==> src/design/rtnv_pkg.sv <==
// ----------------------------------------------------------------------------
// rtnv_pkg: shared types and constants of the RGB to NV12 block converter
// Pixel unpacking, BT.709 coefficients, constant divisors with their
// reciprocals, and the pipeline depths used by the chroma merge and the top level.
// ----------------------------------------------------------------------------
`default_nettype none

package rtnv_pkg;

  // Port and code widths
  localparam int unsigned PIX_W     = 32;
  localparam int unsigned CH_W      = 8;
  localparam int unsigned CODE_W    = 8;
  localparam int unsigned CFG_IDX_W = 1;
  localparam int unsigned QUO_W     = 9;
  localparam int unsigned RECIP_W   = 32;

  // Register indexes of the configuration port
  localparam logic [CFG_IDX_W-1:0] REG_CHAN_ORDER    = 1'b0;
  localparam logic [CFG_IDX_W-1:0] REG_RANGE_LIMITED = 1'b1;

  // Configuration as seen by the lanes
  typedef struct packed {
    logic chan_order;
    logic range_limited;
  } cfg_t;

  // One unpacked pixel
  typedef struct packed {
    logic [CH_W-1:0] r;
    logic [CH_W-1:0] g;
    logic [CH_W-1:0] b;
  } rgb_t;

  // Rounded chroma quotient and its sign
  typedef struct packed {
    logic             neg;
    logic [QUO_W-1:0] q;
  } chroma_res_t;

  // Luma: w = 2126 R + 7152 G + 722 B, n = scale * w, divided by 2550000
  localparam int unsigned LUMA_W_W        = 22;
  localparam int unsigned LUMA_N_W        = 30;
  localparam int unsigned LUMA_KR         = 2126;
  localparam int unsigned LUMA_KG         = 7152;
  localparam int unsigned LUMA_KB         = 722;
  localparam int unsigned LUMA_SCALE_LTD  = 219;
  localparam int unsigned LUMA_SCALE_FULL = 255;
  localparam int unsigned LUMA_OFF_LTD    = 16;
  localparam longint unsigned LUMA_DIV    = 64'd2550000;
  localparam int unsigned LUMA_DIV_W      = 22;
  localparam int unsigned LUMA_PRE        = 0;
  localparam int unsigned LUMA_K          = 53;
  localparam longint unsigned LUMA_RECIP  = (64'd1 << LUMA_K) / LUMA_DIV;

  // Chroma: channel sums, signed weighted sum, scale, divided by 1020000000
  localparam int unsigned SUM_W = 10;
  localparam int unsigned C_W   = 31;
  localparam int unsigned CP_W  = 38;
  localparam int unsigned CM_W  = 37;
  localparam logic signed [C_W-1:0] CB_KR = C_W'(-114572);
  localparam logic signed [C_W-1:0] CB_KG = C_W'(-385428);
  localparam logic signed [C_W-1:0] CB_KB = C_W'(500000);
  localparam logic signed [C_W-1:0] CR_KR = C_W'(500000);
  localparam logic signed [C_W-1:0] CR_KG = C_W'(-454153);
  localparam logic signed [C_W-1:0] CR_KB = C_W'(-45847);
  localparam int unsigned CHR_SCALE_LTD  = 224;
  localparam int unsigned CHR_SCALE_FULL = 255;
  localparam int unsigned CHR_CENTER     = 128;
  localparam longint unsigned CHR_DIV    = 64'd1020000000;
  localparam int unsigned CHR_DIV_W      = 30;
  localparam int unsigned CHR_PRE        = 8;
  localparam int unsigned CHR_K          = 61;
  localparam longint unsigned CHR_RECIP  = (64'd1 << CHR_K) / CHR_DIV;

  // Pipeline depths
  localparam int unsigned DIV_LAT   = 5;
  localparam int unsigned FRONT_LAT = 4;
  localparam int unsigned PIPE_LAT  = FRONT_LAT + DIV_LAT + 1;

  localparam int unsigned CODE_MAX = 255;

  // Split a packed pixel word; alpha in bits 31:24 is dropped
  function automatic rgb_t unpack_pixel(logic [PIX_W-1:0] word, logic order);
    rgb_t px;
    px.g = word[15:8];
    if (order) begin
      px.r = word[23:16];
      px.b = word[7:0];
    end else begin
      px.r = word[7:0];
      px.b = word[23:16];
    end
    return px;
  endfunction

endpackage

`default_nettype wire

==> src/design/rtnv_cdiv.sv <==
// ----------------------------------------------------------------------------
// rtnv_cdiv: pipelined division by a constant, round half to even
// Reciprocal multiply gives a quotient at most one low, a remainder step
// fixes it, and the last stage rounds. Five stages, one item per cycle.
// ----------------------------------------------------------------------------
`default_nettype none

module rtnv_cdiv #(
  parameter int unsigned     NUM_W       = rtnv_pkg::LUMA_N_W,
  parameter int unsigned     DIV_W       = rtnv_pkg::LUMA_DIV_W,
  parameter longint unsigned DIVISOR     = rtnv_pkg::LUMA_DIV,
  parameter longint unsigned RECIP       = rtnv_pkg::LUMA_RECIP,
  parameter int unsigned     PRE_SHIFT   = rtnv_pkg::LUMA_PRE,
  parameter int unsigned     RECIP_SHIFT = rtnv_pkg::LUMA_K
) (
  input  wire logic                        clk,
  input  wire logic [NUM_W-1:0]            num,
  output      logic [rtnv_pkg::QUO_W-1:0]  quo
);

  localparam int unsigned QW    = rtnv_pkg::QUO_W;
  localparam int unsigned RW    = rtnv_pkg::RECIP_W;
  localparam int unsigned HI_W  = NUM_W - PRE_SHIFT;
  localparam int unsigned PR_W  = HI_W + RW;
  localparam int unsigned QD_W  = QW + DIV_W;
  localparam logic [DIV_W-1:0] DivConst   = DIV_W'(DIVISOR);
  localparam logic [RW-1:0]    RecipConst = RW'(RECIP);

  // stage 1: quotient estimate
  logic [HI_W-1:0]  num_hi;
  logic [PR_W-1:0]  prod;
  logic [QW-1:0]    q0_nxt;
  logic [QW-1:0]    q0_r;
  logic [NUM_W-1:0] n1_r;

  assign num_hi = num[NUM_W-1:PRE_SHIFT];
  assign prod   = PR_W'(num_hi) * PR_W'(RecipConst);
  assign q0_nxt = QW'(prod >> (RECIP_SHIFT - PRE_SHIFT));

  always_ff @(posedge clk) begin
    q0_r <= q0_nxt;
    n1_r <= num;
  end

  // stage 2: quotient times divisor
  logic [QD_W-1:0]  qd_full;
  logic [NUM_W-1:0] qd_r;
  logic [QW-1:0]    q1_r;
  logic [NUM_W-1:0] n2_r;

  assign qd_full = QD_W'(q0_r) * QD_W'(DivConst);

  always_ff @(posedge clk) begin
    qd_r <= NUM_W'(qd_full);
    q1_r <= q0_r;
    n2_r <= n1_r;
  end

  // stage 3: remainder, below twice the divisor
  logic [NUM_W-1:0] diff;
  logic [DIV_W:0]   r0_r;
  logic [QW-1:0]    q2_r;

  assign diff = n2_r - qd_r;

  always_ff @(posedge clk) begin
    r0_r <= (DIV_W+1)'(diff);
    q2_r <= q1_r;
  end

  // stage 4: one correction step
  logic [DIV_W:0]   r0_sub;
  logic [DIV_W-1:0] r3_nxt;
  logic [QW-1:0]    q3_nxt;
  logic [DIV_W-1:0] r3_r;
  logic [QW-1:0]    q3_r;

  assign r0_sub = r0_r - {1'b0, DivConst};

  always_comb begin
    if (r0_r >= {1'b0, DivConst}) begin
      r3_nxt = r0_sub[DIV_W-1:0];
      q3_nxt = q2_r + QW'(1);
    end else begin
      r3_nxt = r0_r[DIV_W-1:0];
      q3_nxt = q2_r;
    end
  end

  always_ff @(posedge clk) begin
    r3_r <= r3_nxt;
    q3_r <= q3_nxt;
  end

  // stage 5: round to nearest, ties to even
  logic [DIV_W:0] twice_r;
  logic           round_up;
  logic [QW-1:0]  quo_r;

  assign twice_r  = {r3_r, 1'b0};
  assign round_up = (twice_r > {1'b0, DivConst}) ||
                    ((twice_r == {1'b0, DivConst}) && q3_r[0]);

  always_ff @(posedge clk) begin
    quo_r <= q3_r + QW'(round_up);
  end

  assign quo = quo_r;

endmodule

`default_nettype wire

==> src/design/rtnv_luma_lane.sv <==
// ----------------------------------------------------------------------------
// rtnv_luma_lane: luma path of one pixel
// Weighted sum, range scale, alignment with the chroma path, then the
// constant divider. Gives the rounded luma quotient before offset and clamp.
// ----------------------------------------------------------------------------
`default_nettype none

module rtnv_luma_lane (
  input  wire logic                        clk,
  input  wire rtnv_pkg::cfg_t              cfg,
  input  wire rtnv_pkg::rgb_t              pix,
  output      logic [rtnv_pkg::QUO_W-1:0]  luma_q
);

  localparam int unsigned WW = rtnv_pkg::LUMA_W_W;
  localparam int unsigned NW = rtnv_pkg::LUMA_N_W;

  // stage 1: weighted channel sum
  logic [WW-1:0] w_nxt;
  logic [WW-1:0] w_r;

  assign w_nxt = WW'(pix.r) * WW'(rtnv_pkg::LUMA_KR) +
                 WW'(pix.g) * WW'(rtnv_pkg::LUMA_KG) +
                 WW'(pix.b) * WW'(rtnv_pkg::LUMA_KB);

  always_ff @(posedge clk) begin
    w_r <= w_nxt;
  end

  // stage 2: range scale
  logic [rtnv_pkg::CH_W-1:0] scale;
  logic [NW-1:0]             n_nxt;
  logic [NW-1:0]             n_r;

  assign scale = cfg.range_limited ? rtnv_pkg::CH_W'(rtnv_pkg::LUMA_SCALE_LTD)
                                   : rtnv_pkg::CH_W'(rtnv_pkg::LUMA_SCALE_FULL);
  assign n_nxt = NW'(w_r) * NW'(scale);

  always_ff @(posedge clk) begin
    n_r <= n_nxt;
  end

  // stages 3-4: line up with the chroma front end
  logic [NW-1:0] nd1_r;
  logic [NW-1:0] nd2_r;

  always_ff @(posedge clk) begin
    nd1_r <= n_r;
    nd2_r <= nd1_r;
  end

  rtnv_cdiv #(
    .NUM_W       (NW),
    .DIV_W       (rtnv_pkg::LUMA_DIV_W),
    .DIVISOR     (rtnv_pkg::LUMA_DIV),
    .RECIP       (rtnv_pkg::LUMA_RECIP),
    .PRE_SHIFT   (rtnv_pkg::LUMA_PRE),
    .RECIP_SHIFT (rtnv_pkg::LUMA_K)
  ) u_div (
    .clk (clk),
    .num (nd2_r),
    .quo (luma_q)
  );

endmodule

`default_nettype wire

==> config.mk <==
export PLATFORM = sky130hd
export DESIGN_NAME = rtnv_luma_lane
export DESIGN_NICKNAME = d
export VERILOG_FILES = /design/src/design/rtnv_pkg.sv /design/src/design/rtnv_cdiv.sv /design/src/design/rtnv_luma_lane.sv
export SDC_FILE = /design/constraint.sdc
export NUM_CORES = 2
export LEC_CHECK = 0
export BUFFER_PORTS_ARGS = -buffer_cell sky130_fd_sc_hd__buf_2
export CELL_PAD_IN_SITES_DETAIL_PLACEMENT = 0
export CELL_PAD_IN_SITES_GLOBAL_PLACEMENT = 1
export CORE_AREA = 2 2 397 242
export CTS_CLUSTER_SIZE = 20
export DETAILED_ROUTE_END_ITERATION = 16
export DIE_AREA = 0 0 399 244
export PLACE_DENSITY = 0.62
export REMOVE_ABC_BUFFERS = 1
export SLEW_MARGIN = 20
export SYNTH_ARGS = -nofsm -noshare
export SYNTH_HDL_FRONTEND = slang
export SYNTH_HIERARCHICAL = 1
export SYNTH_SLANG_ARGS = --single-unit
==> constraint.sdc <==
create_clock -name clk -period 8.9 [get_ports clk]
set_input_delay 2.225 -clock clk [delete_from_list [all_inputs] [get_ports clk]]
set_output_delay 2.225 -clock clk [all_outputs]
set_load 0.01 [all_outputs]
### Word level (Yosys, flattened, before mapping)

Index checks and enable logic that the tools add are counted.

| cells by class | value |
|---|---|
| add/sub/neg operators | 6 |
| $mul | 6 |
| mux-type cells | 3 |
| reductions and logical operators | 2 |
| magnitude comparators | 2 |
| eq/ne operators | 1 |

Operators by type and width:

| kind | count |
|---|---|
| $mul A30 B32 Y62 const B | 1 |
| $mul A8 B9 Y17 const B | 2 |
| $mul A22 B8 Y30 | 1 |
| $ge A23 B22 Y1 const B | 1 |
| $gt A23 B22 Y1 const B | 1 |
| $sub A23 B23 Y23 | 1 |
| $add A20 B21 Y22 | 1 |
| $add A22 B18 Y22 | 1 |
| $eq A22 B21 Y1 const B | 1 |
| $mux W22 | 1 |
| $sub A22 B22 Y22 const B | 1 |
| $mul A8 B11 Y19 const B | 1 |
| $mul A9 B18 Y19 const B | 1 |
| $add A9 B1 Y9 | 1 |
| $add A9 B1 Y9 const B | 1 |
| $mux W9 | 1 |
| $mux W6 | 1 |
| $logic_and A1 B1 Y1 | 1 |
| $logic_or A1 B1 Y1 | 1 |

| word-level totals | value |
|---|---|
| output and inout port bits | 9 |
| input bits | 27 |
| register bits | 267 |

### Depth between registers and ports, before layout

| depth | value |
|---|---|
| word-level depth | 4 |
| gate-level depth with buffers | 25 |
| mapped depth without buffers | 25 |

### Hierarchy

Netlist, hierarchy kept.

By module, submodules not included:

| module | sequential area each (um2) | area an instance (um2) | cells each | instances |
|---|---|---|---|---|
| rtnv_cdiv | 3083.0 | 21112.7 | 2054 | 1 |
| rtnv_luma_lane | 2162.1 | 11414.7 | 1133 | 1 |

### Worst setup path before layout

OpenSTA, ideal clock, no wires.

| timing path | value |
|---|---|
| path kind | in2reg |
| from | in pix[21] in the netlist's numbering |
| to | reg w_r[18] |
| setup slack | 1.470 ns |
| data arrival time | 7.369 ns |
| cell stages on the path | 24 |
| setup time | 0.062 ns |
| required time | 8.838 ns |
| cell sequence | fa_1 -> fa_1 -> ha_1 -> inv_1 -> fa_1 -> inv_1 -> ha_1 -> or4_1 -> o21ai_0 -> a21oi_1 -> nand2_1 -> nand2_1 -> a21oi_1 -> xnor2_1 -> fa_1 -> ha_1 -> clkbuf_1 -> and3_1 -> and3_1 -> a221oi_1 -> nand2_1 -> a21oi_1 -> or4b_1 -> nand3_1 |

| between the ends | value |
|---|---|
| word-level cells in the longest chain between the ends | 3 |

RTL lines:

| element | line | source |
|---|---|---|
| start, declared | rtnv_luma_lane.sv:11 | `input wire rtnv_pkg::rgb_t pix,` |
| $mul A8 B11 Y19 | rtnv_luma_lane.sv:22 | `assign w_nxt = WW'(pix.r) * WW'(rtnv_pkg::LUMA_KR) +` |
| $add A20 B21 Y22 | rtnv_luma_lane.sv:22 |  |
| $add A22 B18 Y22 | rtnv_luma_lane.sv:23 | `WW'(pix.g) * WW'(rtnv_pkg::LUMA_KG) +` |
| net w_nxt[18] | rtnv_luma_lane.sv:19 | `logic [WW-1:0] w_nxt;` |
| end signal, assigned | rtnv_luma_lane.sv:27 | `w_r <= w_nxt;` |
| end, declared | rtnv_luma_lane.sv:20 | `logic [WW-1:0] w_r;` |

The timed path passes the listed nets, and every way through them passes these cells.

### Worst setup path in the final report

| timing path | value |
|---|---|
| from | in pix[13] in the netlist's numbering |
| to | reg w_r[18] |

| between the ends | value |
|---|---|
| word-level cells in the longest chain between the ends | 3 |

RTL lines:

| element | line |
|---|---|
| $mul A8 B9 Y17 | rtnv_luma_lane.sv:23 |
| $add A20 B21 Y22 | rtnv_luma_lane.sv:22 |
| $add A22 B18 Y22 | rtnv_luma_lane.sv:23 |
| net w_nxt[18] | rtnv_luma_lane.sv:19 |

The timed path passes the listed nets, and every way through them passes these cells.

==> flow_summary.toml <==
[run_status]
status = "completed"

[synthesis]
yosys.area_share.simple_pct = 5.82
yosys_warnings = 6
synthMuxAreaShare_pct = 0.231
synth-adder-area-share_pct = 56.6
async_reset_ff_share_pct = 0
syn_area_per_cell_sq_um = 10.2
synth_top_family_by_area = "adder cells"
ys.flop_type = "dfxtp_1"
synth_area_sq_um = 32500
yosysSeqAreaShare_pct = 16.1
synth_seq_cells = 262
syn-instance-count = 3187
synth_xor_area_share_pct = 3.96
synth-compound-area-share_pct = 7.01
synth_enable_flop_cells = 0
synth_cell_types = 81

[worst_setup_path]
regToRegStartpoint = "nd2_r[29]$_DFF_P_"
reg2reg_depth = 24
start_kind = "primary input"
critPathTopFamily = "adder cells"
critPathBufInv = 3
rr_endpoint = "u_div/q0_r[8]$_DFF_P_"
worst_setup_path_end_kind = "flip-flop"
r2r_slack_ns = 1.36
crit_chain = "buf_2 -> fa_1 -> xor2_1 -> ha_1 -> inv_1 -> fa_1 -> fa_1 -> inv_1 -> ha_1 -> o21a_1 -> o21a_1 -> o41a_1 -> o21a_1 -> nor2_1 -> fa_1 -> ha_1 -> and3_1 -> and3_1 -> a221oi_1 -> nand2_1 -> a21oi_1 -> or4b_1 -> nand3_1"
cpPeakStageDelay_ns = 0.63
worst_ep_required_time_ns = 9.35
cp_slowest_cell = "fa_1"
cp_common_cell = "fa_1"
arrival_ns = 8.02
critical_path.max_fanout = 7
crit_type = "in -> reg"

[global_route]
grtUsageMet2_pct = 20.4
grt_max_degree = 26
grt_overflow = 0
grt_pass1_vias = 21200
antenna_found_initial = 4
grt_util_met3_pct = 3.11
busiest_layer = "met1"
track_usage_pct = 17.1
grt_pass1_wl_um = 127000
gr-usage-met1_pct = 30.7

[final_layout]
drive_above_1_share_pct = 3.69
multi_input_area_sq_um = 24000
syn_to_final_growth_pct = 8.39
fin_nets = 4460
num_antenna_cells = 0
n_fill_cell = 9436
seq_area_sq_um = 5250

[clock_network]
post_cts_buffers = 0
htreeDepth = 1
path_clk_slew_ns = 0.07
ctsResizeCount = 0
numCtsBuffers = 26
clkSinkCount = 262
cts_tree = "built"
clock_path_buffers = 3
clock_latency_ns = 0.57
root_buffer = "clkbuf_16"
ctsHoldBuffers = 0

[timing]
finalSetupViolCount = 0
period_minus_slack_ns = 7.57
rsz0062_at_grt = "false"
maxSlewHeadroom_pct = 36.1
hold_viol = 0
period_share_pct = 85.0
drv_slew = 0
timing.fmax_mhz = 132
fin_skew_ns = 0.0155
fin_tns_setup_ns = 0
worst_pin_slew_ns = 0.956

[drt]
ant_nets = 0
drt_iter0_drc = 1411
wl_per_cell_um = 17.7
drt_first_pass_iters = 6
wl_um = 80300
vias = 20600
vias_per_cell = 4.56
drc = 0

[floorplanning]
row_count = 87
die_w_um = 399
core_area_sq_um = 93400
io_pins = 36
fp.dieArea_sq_um = 97400
die_height_um = 244
start_util_pct = 34.8

[min_path]
min-delay-start = "n_r[14]$_DFF_P_"
hold_path_class = "reg -> reg"
min_to = "nd1_r[14]$_DFF_P_"
whs_path_depth = 0

[placed_design]
place_congestion = 0.906
port-buffer-count = 34
detailed_place_hpwl_um = 71600

[job]
cap_violations = 0
how the worst max path moves through the flow:
stage / startpoint / endpoint / slack (ns) / cells past startpoint
finish: pix[13] / w_r[18]$_DFF_P_ / 1.33 / 23
global placement: pix[10] / w_r[18]$_DFF_P_ / 0.78 / 22
floorplan: pix[10] / w_r[18]$_DFF_P_ / 1.49 / 21
CTS: nd2_r[29]$_DFF_P_ / u_div/q0_r[8]$_DFF_P_ / 1.30 / 24
global route: pix[2] / w_r[18]$_DFF_P_ / 1.00 / 23
detailed placement: pix[13] / w_r[18]$_DFF_P_ / 0.72 / 23
worst register-to-register path, stage by stage (launching register included):
cell and delay [ns]:
dfxtp_1 0.64, fa_1 0.54, inv_1 0.13, fa_1 0.49, fa_1 0.53, fa_1 0.53
inv_1 0.07, fa_1 0.53, fa_1 0.52, fa_1 0.54, inv_1 0.06, fa_1 0.53
inv_1 0.04, ha_1 0.28, nand3_1 0.09, nor4_1 0.38, buf_4 0.22, o311ai_0 0.14
a31oi_1 0.17, buf_4 0.21, nor2_1 0.07, buf_4 0.15, o211ai_1 0.29, a31o_2 0.22
xnor2_1 0.10
cells in the final DEF, fill, tap and decap left out, types with 8 or more instances in the layout:
cell	n
inv_1	873
ha_1	669
fa_1	501
dfxtp_1	262
xnor2_1	102
nor2_1	97
a21oi_1	86
nand2_1	81
o21ai_0	59
xor2_1	45
a21o_1	42
nand3_1	40
buf_2	34
nand4_1	30
clkbuf_16	26
nor3_1	24
o21a_1	23
buf_4	22
nor2b_1	19
and3_1	18
a211oi_1	17
nand2b_1	17
a31oi_1	12
nor4_1	11
o211ai_1	10
o21bai_1	9
a211o_1	8
or3_1	8
synth_stat cells, types with 40 or more instances:
| cell type | n | area, sq um |
|---|---|---|
| nand2_1 | 81 | 304 |
| a21oi_1 | 86 | 430 |
| a21o_1 | 42 | 315 |
| inv_1 | 873 | 3280 |
| xor2_1 | 45 | 394 |
| xnor2_1 | 102 | 893 |
| dfxtp_1 | 262 | 5250 |
| fa_1 | 501 | 10000 |
| ha_1 | 669 | 8370 |
| o21ai_0 | 59 | 295 |
| nor2_1 | 97 | 364 |
| nand3_1 | 40 | 200 |
routing by layer:
layer / up-vias / routed length [um]
li1: 10200 / -
met1: 9985 / 48300
met2: 373 / 26100
met3: 35 / 5260
met4: 0 / 572
met5: - / 0
stage by stage:
step | cell area, sq um | std cells | utilization [%] | hold WS, ns | setup slack [ns]
after floorplan | 32500 | 3179 | - | 0.310 | 1.49
after global placement | 34400 | 4481 | 36.8 | 0.310 | 0.783
after detailed placement | 34400 | 4481 | 36.8 | 0.312 | 0.716
after CTS | 35300 | 4526 | 37.7 | 0.313 | 1.30
after global routing | 35300 | 4526 | 37.7 | 0.324 | 1.00
final | 35300 | 4526 | 37.7 | 0.314 | 1.33
registers in the layout (all words and copies together) (netlist names), 18 cells and up:
name,count
u_div/n2_r,23
u_div/n1_r,23
n_r,29
u_div/qd_r,18
nd2_r,29
u_div/r0_r,23
u_div/r3_r,22
w_r,21
nd1_r,29
cell type report:
type | instances | share of cell area [%]
clock inverters | 13 | 0.539
repair buffers | 56 | 0.951
flip-flops and latches | 262 | 14.9
well taps | 1246 | 4.42
inverters | 873 | 9.29
clock buffers | 32 | 1.97
multi-input cells | 2044 | 67.9
logic make-up after synthesis:
logic type	after synthesis
mux	7
simple gates	378
compound gates	337
fa+ha+maj	1170
flops	262
buf+inv	885
xor+xnor	147
other cells	1
Power is left out: the tool's default activity adds up to more than one toggle a clock period on the data nets, which glitch-free logic cannot reach.
